[src/rtl/core/mfbc_pkg.sv]
`timescale 1ns / 1ps
// ----------------------------------------------------------------------------
// mfbc_pkg
// Shared types, widths and helpers of the streaming 2D median filter.
// ----------------------------------------------------------------------------
package mfbc_pkg;

	localparam int MAX_WIDTH  = 1024;
	localparam int MAX_RADIUS = 2;

	localparam int PIX_W      = 8;
	localparam int WIDTH_W    = 11;
	localparam int HEIGHT_W   = 13;
	localparam int CFG_DATA_W = 13;
	localparam int CFG_IDX_W  = 2;

	localparam int WIN_SIDE   = 2 * MAX_RADIUS + 1;
	localparam int WIN_N      = WIN_SIDE * WIN_SIDE;
	localparam int COL_DEPTH  = 2 * MAX_RADIUS;
	localparam int COL_AW     = $clog2(MAX_WIDTH);
	localparam int K_W        = $clog2(MAX_RADIUS + 1);
	localparam int RANK_W     = $clog2(WIN_N);
	localparam int CNT_W      = $clog2(MAX_WIDTH * ((1 << HEIGHT_W) + MAX_RADIUS) + MAX_RADIUS + 1);

	localparam int FIFO_DEPTH = 8;
	localparam int FIFO_AW    = $clog2(FIFO_DEPTH);

	typedef logic [PIX_W-1:0] pix_t;
	// element index is column * WIN_SIDE + row, row 0 is the newest line
	typedef logic [WIN_N-1:0][PIX_W-1:0] win_t;
	typedef logic [WIN_SIDE-1:0][PIX_W-1:0] col_t;
	typedef logic [COL_DEPTH-1:0][PIX_W-1:0] entry_t;

	typedef enum logic [CFG_IDX_W-1:0] {
		CFG_FILTER_ENABLE = 2'd0,
		CFG_WINDOW_RADIUS = 2'd1,
		CFG_IMAGE_WIDTH   = 2'd2,
		CFG_IMAGE_HEIGHT  = 2'd3
	} cfg_idx_t;

	typedef struct packed {
		logic           has_out;
		logic           border;
		logic           last;
		logic [K_W-1:0] k;
	} item_ctl_t;

	// rank of the middle element among (2k+1)^2 values
	function automatic logic [RANK_W-1:0] med_rank(input logic [K_W-1:0] k);
		logic [RANK_W-1:0] kk;
		begin
			kk = RANK_W'(k);
			return RANK_W'(2 * kk * kk + 2 * kk);
		end
	endfunction

endpackage

[src/rtl/core/mfbc_rank_select.sv]
`timescale 1ns / 1ps
// ----------------------------------------------------------------------------
// mfbc_rank_select
// Pipelined median of the window: pairwise compares, rank counts, select.
// ----------------------------------------------------------------------------
module mfbc_rank_select
	import mfbc_pkg::*;
(
	input  logic      clk,
	input  logic      arst_n,
	input  logic      in_valid,
	input  item_ctl_t in_ctl,
	input  win_t      win,
	output logic      done_valid,
	output item_ctl_t done_ctl,
	output pix_t      done_pixel
);

	logic [WIN_N-1:0]            act;
	logic [WIN_N-1:0][WIN_N-1:0] lt;
	pix_t                        center;

	logic                        v_s3;
	item_ctl_t                   ctl_s3;
	logic [WIN_N-1:0][WIN_N-1:0] lt_s3;
	logic [WIN_N-1:0]            act_s3;
	win_t                        win_s3;
	pix_t                        center_s3;

	logic                        v_s4;
	item_ctl_t                   ctl_s4;
	logic [WIN_N-1:0][RANK_W-1:0] rank_s4;
	logic [WIN_N-1:0]            act_s4;
	win_t                        win_s4;
	pix_t                        center_s4;

	logic [RANK_W-1:0]           target;
	pix_t                        med;

	// active elements: the newest 2k+1 columns and rows
	always_comb begin
		for (int e = 0; e < WIN_N; e++) begin
			act[e] = ((e / WIN_SIDE) >= (WIN_SIDE - 1 - 2 * int'(in_ctl.k))) &&
				((e % WIN_SIDE) <= 2 * int'(in_ctl.k));
		end
		for (int i = 0; i < WIN_N; i++) begin
			for (int j = 0; j < WIN_N; j++) begin
				lt[i][j] = (i != j) && act[j] &&
					((win[j] < win[i]) || ((win[j] == win[i]) && (j < i)));
			end
		end
		center = win[0];
		for (int kk = 0; kk <= MAX_RADIUS; kk++) begin
			if (int'(in_ctl.k) == kk) begin
				center = win[(WIN_SIDE - 1 - kk) * WIN_SIDE + kk];
			end
		end
	end

	always_ff @(posedge clk or negedge arst_n) begin
		if (!arst_n) begin
			v_s3 <= 1'b0;
			v_s4 <= 1'b0;
		end else begin
			v_s3 <= in_valid;
			v_s4 <= v_s3;
		end
	end

	always_ff @(posedge clk) begin
		ctl_s3    <= in_ctl;
		lt_s3     <= lt;
		act_s3    <= act;
		win_s3    <= win;
		center_s3 <= center;

		ctl_s4    <= ctl_s3;
		act_s4    <= act_s3;
		win_s4    <= win_s3;
		center_s4 <= center_s3;
		for (int i = 0; i < WIN_N; i++) begin
			rank_s4[i] <= RANK_W'($countones(lt_s3[i]));
		end
	end

	always_comb begin
		target = med_rank(ctl_s4.k);
		med    = '0;
		for (int i = 0; i < WIN_N; i++) begin
			med = med | (win_s4[i] & {PIX_W{act_s4[i] && (rank_s4[i] == target)}});
		end
	end

	assign done_valid = v_s4;
	assign done_ctl   = ctl_s4;
	assign done_pixel = ctl_s4.border ? center_s4 : med;

endmodule

[config.mk]
export PLATFORM = sky130hd
export DESIGN_NAME = mfbc_rank_select
export DESIGN_NICKNAME = d
export VERILOG_FILES = /design/src/rtl/core/mfbc_pkg.sv /design/src/rtl/core/mfbc_rank_select.sv
export SDC_FILE = /design/constraint.sdc
export NUM_CORES = 2
export LEC_CHECK = 0
export BUFFER_PORTS_ARGS = -buffer_cell sky130_fd_sc_hd__buf_2
export CAP_MARGIN = 20
export CELL_PAD_IN_SITES_DETAIL_PLACEMENT = 1
export CELL_PAD_IN_SITES_GLOBAL_PLACEMENT = 2
export CORE_MARGIN = 3
export CORE_UTILIZATION = 39
export DETAILED_ROUTE_END_ITERATION = 6
export GPL_TIMING_DRIVEN = 1
export HOLD_SLACK_MARGIN = 0.06
export PLACE_DENSITY = 0.84
export SYNTH_ARGS = -nofsm -noshare
export SYNTH_HDL_FRONTEND = slang
export SYNTH_SLANG_ARGS = --single-unit
export TNS_END_PERCENT = 10
[constraint.sdc]
create_clock -name clk -period 4 [get_ports clk]
set_input_delay 0.6 -clock clk [delete_from_list [all_inputs] [get_ports clk]]
set_output_delay 0.6 -clock clk [all_outputs]
set_load 0.005 [all_outputs]
=== Word level (Yosys, flattened, before mapping) ===
Cells that the tools add are included.

* Flip-flop bits (word level): 1203

* Order comparisons: 610
* $mul: 1
* $add $sub $neg: 577
* Bitwise gates (word level): 49
* Multiplexer cells: 4
* Reductions and logical operators: 951
* Equality and inequality tests: 327

{| class="wikitable"
|+ Operators with widths
! kind !! count
|-
| 8-bit < comparator || 600
|-
| 8-bit == test || 300
|-
| 5-bit adder || 251
|-
| 1-bit logical AND || 650
|-
| 1-bit by 1-bit adder with 2-bit output || 276
|-
| 1-bit logical OR || 300
|-
| 8-bit bitwise AND || 25
|-
| 8-bit bitwise OR || 24
|-
| 5-bit by 1-bit adder with 5-bit output || 36
|-
| 5-bit == test || 25
|-
| 1-bit by 5-bit adder with 5-bit output || 12
|-
| 8-bit 2-to-1 mux || 4
|-
| 3-bit by 4-bit >= comparator with 1-bit output (first input constant) || 2
|-
| 1-bit by 3-bit less-or-equal comparator with 1-bit output (first input constant) || 2
|-
| 2-bit by 3-bit less-or-equal comparator with 1-bit output (first input constant) || 2
|-
| 5-bit by 3-bit adder with 5-bit output || 1
|-
| 2-bit == test (second input constant) || 2
|-
| 1-bit by 4-bit >= comparator with 1-bit output (first input constant) || 1
|-
| 2-bit by 4-bit >= comparator with 1-bit output (first input constant) || 1
|-
| 4-bit >= comparator (first input constant) || 1
|-
| 2-bit by 2-bit multiplier with 4-bit output || 1
|-
| 3-bit by 3-bit subtractor with 4-bit output (first input constant) || 1
|-
| 3-bit less-or-equal comparator (first input constant) || 1
|-
| 2-bit logical NOT || 1
|}

=== Longest topological paths before layout ===
* Word-level depth: 30
* Gate-level depth with buffers: 14
* Gate-level depth less buffers: 14

=== Worst setup path before layout ===
OpenSTA, ideal clock, no wires.

* Path type: register -> register
* Start: reg lt_s3[539] in the netlist's numbering
* End: reg rank_s4[109] in the netlist's numbering
* Path slack: -51 ps
* Stages on the path, launching flop included: 13
* Arrival: 3979 ps
* Required time: 3928 ps
* Setup time: 72 ps
* Cell sequence: dfxtp_1 -> ha_1 -> fa_1 -> inv_1 -> fa_1 -> inv_1 -> fa_1 -> fa_1 -> fa_1 -> fa_1 -> a21o_1 -> a21oi_1 -> xnor2_1

* Longest elaborated chain between the ends: 5

{| class="wikitable"
|+ RTL lines
! what !! RTL line !! source
|-
| from (decl) || mfbc_rank_select.sv:25 || <nowiki>logic [WIN_N-1:0][WIN_N-1:0] lt_s3;</nowiki>
|-
| from (signal assigned) || mfbc_rank_select.sv:72 || <nowiki>lt_s3 <= lt;</nowiki>
|-
| 1-bit by 1-bit adder with 2-bit output (implied by the code) || mfbc_rank_select.sv:82 || <nowiki>rank_s4[i] <= RANK_W'($countones(lt_s3[i]));</nowiki>
|-
| 5-bit adder (implied by the code) (4 in a row) || mfbc_rank_select.sv:82 ||
|-
| to (signal, indexed assignment) || mfbc_rank_select.sv:82 ||
|-
| to (decl) || mfbc_rank_select.sv:32 || <nowiki>logic [WIN_N-1:0][RANK_W-1:0] rank_s4;</nowiki>
|}

Every way passes these cells.

=== Final worst setup path ===
* Start: reg ctl_s4, in the netlist done_ctl[0]
* End: out done_pixel[1]

* Longest elaborated chain between the ends: 30

{| class="wikitable"
|+ RTL lines
! what !! RTL line !! source
|-
| from (decl) || mfbc_rank_select.sv:31 || <nowiki>item_ctl_t ctl_s4;</nowiki>
|-
| from (signal assigned) || mfbc_rank_select.sv:77 || <nowiki>ctl_s4 <= ctl_s3;</nowiki>
|-
| 2-bit by 2-bit multiplier with 4-bit output || mfbc_pkg.sv:53 || <nowiki>return RANK_W'(2 * kk * kk + 2 * kk);</nowiki>
|-
| 5-bit by 3-bit adder with 5-bit output (*) || mfbc_pkg.sv:53 ||
|-
| 5-bit == test || mfbc_rank_select.sv:90 || <nowiki>med = med | (win_s4[i] & {PIX_W{act_s4[i] && (rank_s4[i] == target)}});</nowiki>
|-
| 1-bit logical AND || mfbc_rank_select.sv:90 ||
|-
| 8-bit bitwise AND || mfbc_rank_select.sv:90 ||
|-
| 8-bit bitwise OR (23 in a row) || mfbc_rank_select.sv:90 ||
|-
| 8-bit bitwise OR (*) || mfbc_rank_select.sv:90 ||
|-
| 8-bit 2-to-1 mux (*) || mfbc_rank_select.sv:96 || <nowiki>assign done_pixel = ctl_s4.border ? center_s4 : med;</nowiki>
|-
| to (decl) || mfbc_rank_select.sv:16 || <nowiki>output pix_t done_pixel</nowiki>
|}

Every way passes the cells marked *; elsewhere a longest branch is shown, timed or not.

==> reports/qor.csv <==
stage;metric;value;unit
run_status;status;complete, but fails checks;
run_status;violated checks;DRC, setup timing;
synth;Mapped Nets;13400;
sta;Fin. Hold Viols;0;
synth;cell area after synthesis;98800;µm²
clock_network;TritonCTS Buffers;136;
sta;Slew @ Worst Pin;1.26;ns
floorplanning;num rows;184;
worst_setup_path;critical setup path kind;flop to output pin;
synth;Cells after Synth;9955;
clock_network;Clk Latency, worst-skew pair;0.84;ns
worst_setup_path;Worst EP required;3.40;ns
synth;main combinational cell family by area after synthesis;adder cells;
sta;setup_tns;-2.94;ns
sta;Worst Skew;0.0349;ns
sta;Final Cycle Share;108;%
synth;Compound-Gate Fraction of Synth Area;13.4;%
floorplanning;Die Wd;509;µm
synth;Async S/R FF share, synth;0.168;%
synth;post-synthesis xor/xnor area fraction;1.33;%
clock_network;clock-pin slew on the worst setup and hold paths;0.06;ns
drt;Initial DRT Pass Iterations;6;
power;switching pwr;22800;µW
synth;Synth area leader;ha_1;
power;Cell Pwr Density;485;nW/µm²
worst_setup_path;CP Launch Type;flop;
grt;vias in the first global route;95600;
sta;slew margin rel.;15.8;%
power;Sw Ratio;40.6;%
synth;syn avg cell area;9.93;µm²
power;Lkg Pwr;0.0579;µW
synth;main flop type after synthesis;dfxtp_1;
floorplanning;Core Region;252000;µm²
synth;Yosys top cell area share;35.5;%
grt;GR Overflow Total;0;
finish;layout cells sized above 1;11.8;%
sta;RSZ-0062 raised after global routing;yes;
floorplanning;Die Ht;509;µm
floorplanning;Top Ports;222;
sta;Final setup viols;29;
clock_network;deepest clock path buffer count;3;
floorplanning;die area;259000;µm²
placement;placed cell count;14100;
flow_run;maximum capacitance violations;0;
synth;Synth cell types;51;
finish;commonest non-fill, non-tap cells in the layout;ha_1, dfxtp_1, inv_1;
synth;Adder-Cell Fraction of Synth Area;44.6;%
grt;largest net degree at the start of global routing;94;
grt;first-pass GRT wire length;734000;µm
finish;# nets final;14400;
finish;Post-Layout Cell Count;14400;
power;Tot Pwr;56200;µW
clock_network;Root Buffer Master;clkbuf_16;
power;P_int;33400;µW
synth;register area share after synthesis;24.1;%
drt;WL/cell;37.4;µm
sta;minimum clock period;4.33;ns
grt;initial antenna violation count;138;
synth;number of synthesized register bits;1187;
power;part of the power in registers;25.5;%
drt;Routed Antenna Nets;0;
power;Clock power frac;24.5;%
sta;PnR worst setup slack;-0.325;ns
grt;GRT Util Overall;40.6;%
synth;Synth Area in Simple Gates;11.9;%
synth;number of synthesized flops with an enable pin;0;
synth;top cells by area, synth;ha_1, dfxtp_1, fa_1;
drt;DRT iter0 DRCs;10400;
synth;mux cell area share after synthesis;0.182;%
placement;global placer's final weighted congestion;1.04;
finish;Area growth syn-to-layout;17.3;%
clock_network;CTS tree;built;
drt;Routed WL;540000;µm
power;peak supply drop;0.000470;V
placement;Post-DP Area;110000;µm²
sta;Max Transition Viols Final;0;
clock_network;Clock Sinks;1187;
drt;Via density;6.37;
finish;final instance area;116000;µm²
worst_setup_path;CP endpoint kind;output pin;
power;Combinational Power Share;49.9;%
worst_hold_path;Hold WC Path Type;input port to asynchronous set/reset pin;
placement;post-DP HPWL;411000;µm
clock_network;H-tree depth;4;
drt;drt drc;4;
drt;via count;92000;
worst_setup_path;CP Max Fanout;4;
synth;Ys Warns;0;
floorplanning;Initial Util;39.3;%
finish;most common cell after layout, fill and taps aside;ha_1;
sta;fmax;231;MHz
placement;I/O Buffers;221;
worst_setup_path;arrival time at the worst endpoint;3.73;ns
## power by group through the flow
stage / Combinational (µW) / Sequential (µW) / Clock, µW
finish: 28100 / 14400 / 13800
global route: 30800 / 14400 / 14300
global placement: 24700 / 14400 / 0
floorplan: 16700 / 14200 / 0
CTS: 27300 / 14300 / 13800
detailed placement: 26400 / 14500 / 0
## per-stage QoR
| step | setup WS (ns) | hold slack [ns] | utilization [%] |
|---|---|---|---|
| finish | -0.325 | 0.102 | 46.1 |
| global route | -0.291 | 0.0747 | 46.0 |
| CTS | -0.238 | 0.0633 | 45.9 |
| detailed placement | -0.300 | 0.313 | 43.6 |
| global placement | -0.291 | 0.310 | 43.5 |
| floorplan | -0.0000813 | 0.304 | - |
## flip-flops by register name (all words and copies together) (netlist names)
name and cells:
done_ctl 5, act_s3 17, lt_s3 600, v_s3 1
win_s4 200, center_s3 8, win_s3 200, center_s4 8
done_valid 1, act_s4 17, rank_s4 125, ctl_s3 5
## metal layers
layer | track usage (%) | vias to the layer above | wire length, µm
li1 | - | 37700 | -
met1 | 48.4 | 46100 | 200000
met2 | 59.5 | 5988 | 222000
met3 | 11.5 | 2175 | 59500
met4 | 36.0 | 42 | 58600
met5 | 0 | - | 280
## cells in the mapped netlist, drive strengths merged, types with 95 or more instances
master and number:
a21o 325, a21oi 679, and2 225, dfxtp 1185, fa 451, ha 2804, inv 1085, nand2b 199
nand3 95, nand4 506, nor2 474, nor2b 408, o21a 242, o21ai 503, o22a 168
## cell type report
| class | count | area (µm²) |
|---|---|---|
| Inverter | 1085 | 4080 |
| Antenna cell | 47 | 118 |
| Multi-Input combinational cell | 7608 | 71400 |
| Timing Repair Buffer | 915 | 7550 |
| Fill cell | 28000 | 136000 |
| Clock buffer | 180 | 3790 |
| Sequential cell | 1187 | 23800 |
| Clock inverter | 68 | 1070 |
| Tap cell | 3348 | 4190 |
## timing repair
item,CTS,global route
setup endpoints to repair,51,47
hold buffers,45,0
resized for setup,110,37
setup buffers,9,12
pin swaps,70,22
hold endpoints to repair,46,0
## kinds of logic (layout without fill, tap and decap cells)
| family | Yosys count | in the layout |
|---|---|---|
| mux | 8 | 8 |
| compound gates | 2128 | 2128 |
| flops | 1187 | 1187 |
| xor+xnor | 149 | 149 |
| buf+inv | 1160 | 2248 |
| other cells | 1 | 48 |
| simple gates | 2067 | 2067 |
| fa+ha+maj | 3255 | 3255 |
## critical path, stage by stage, from the launching register on
cell and delay (ns):
dfxtp_4 0.37, ha_4 0.27, buf_12 0.15, buf_4 0.13, xor2_1 0.16, nor4_2 0.44, buf_4 0.27, a22o_1 0.32
a221oi_2 0.07, nand4_1 0.10, buf_4 0.14, o32a_1 0.32, buf_2 0.18
## worst paths after layout
check                           slack [ns]            end  cells past startpoint         from
worst max-delay path                 -0.33  done_pixel[1]                     12  done_ctl[0]
worst min-delay path                  0.10     done_valid                      2       arst_n
worst max register to register       -0.17    rank_s4[69]                     12   lt_s3[331]
worst min register to register        0.30    win_s4[147]                      0  win_s3[147]
max in group asynchronous             3.80           v_s3                      2       arst_n
min in group clk                      0.11    win_s3[184]                      1     win[184]
Power figures use the tool's default switching activity.
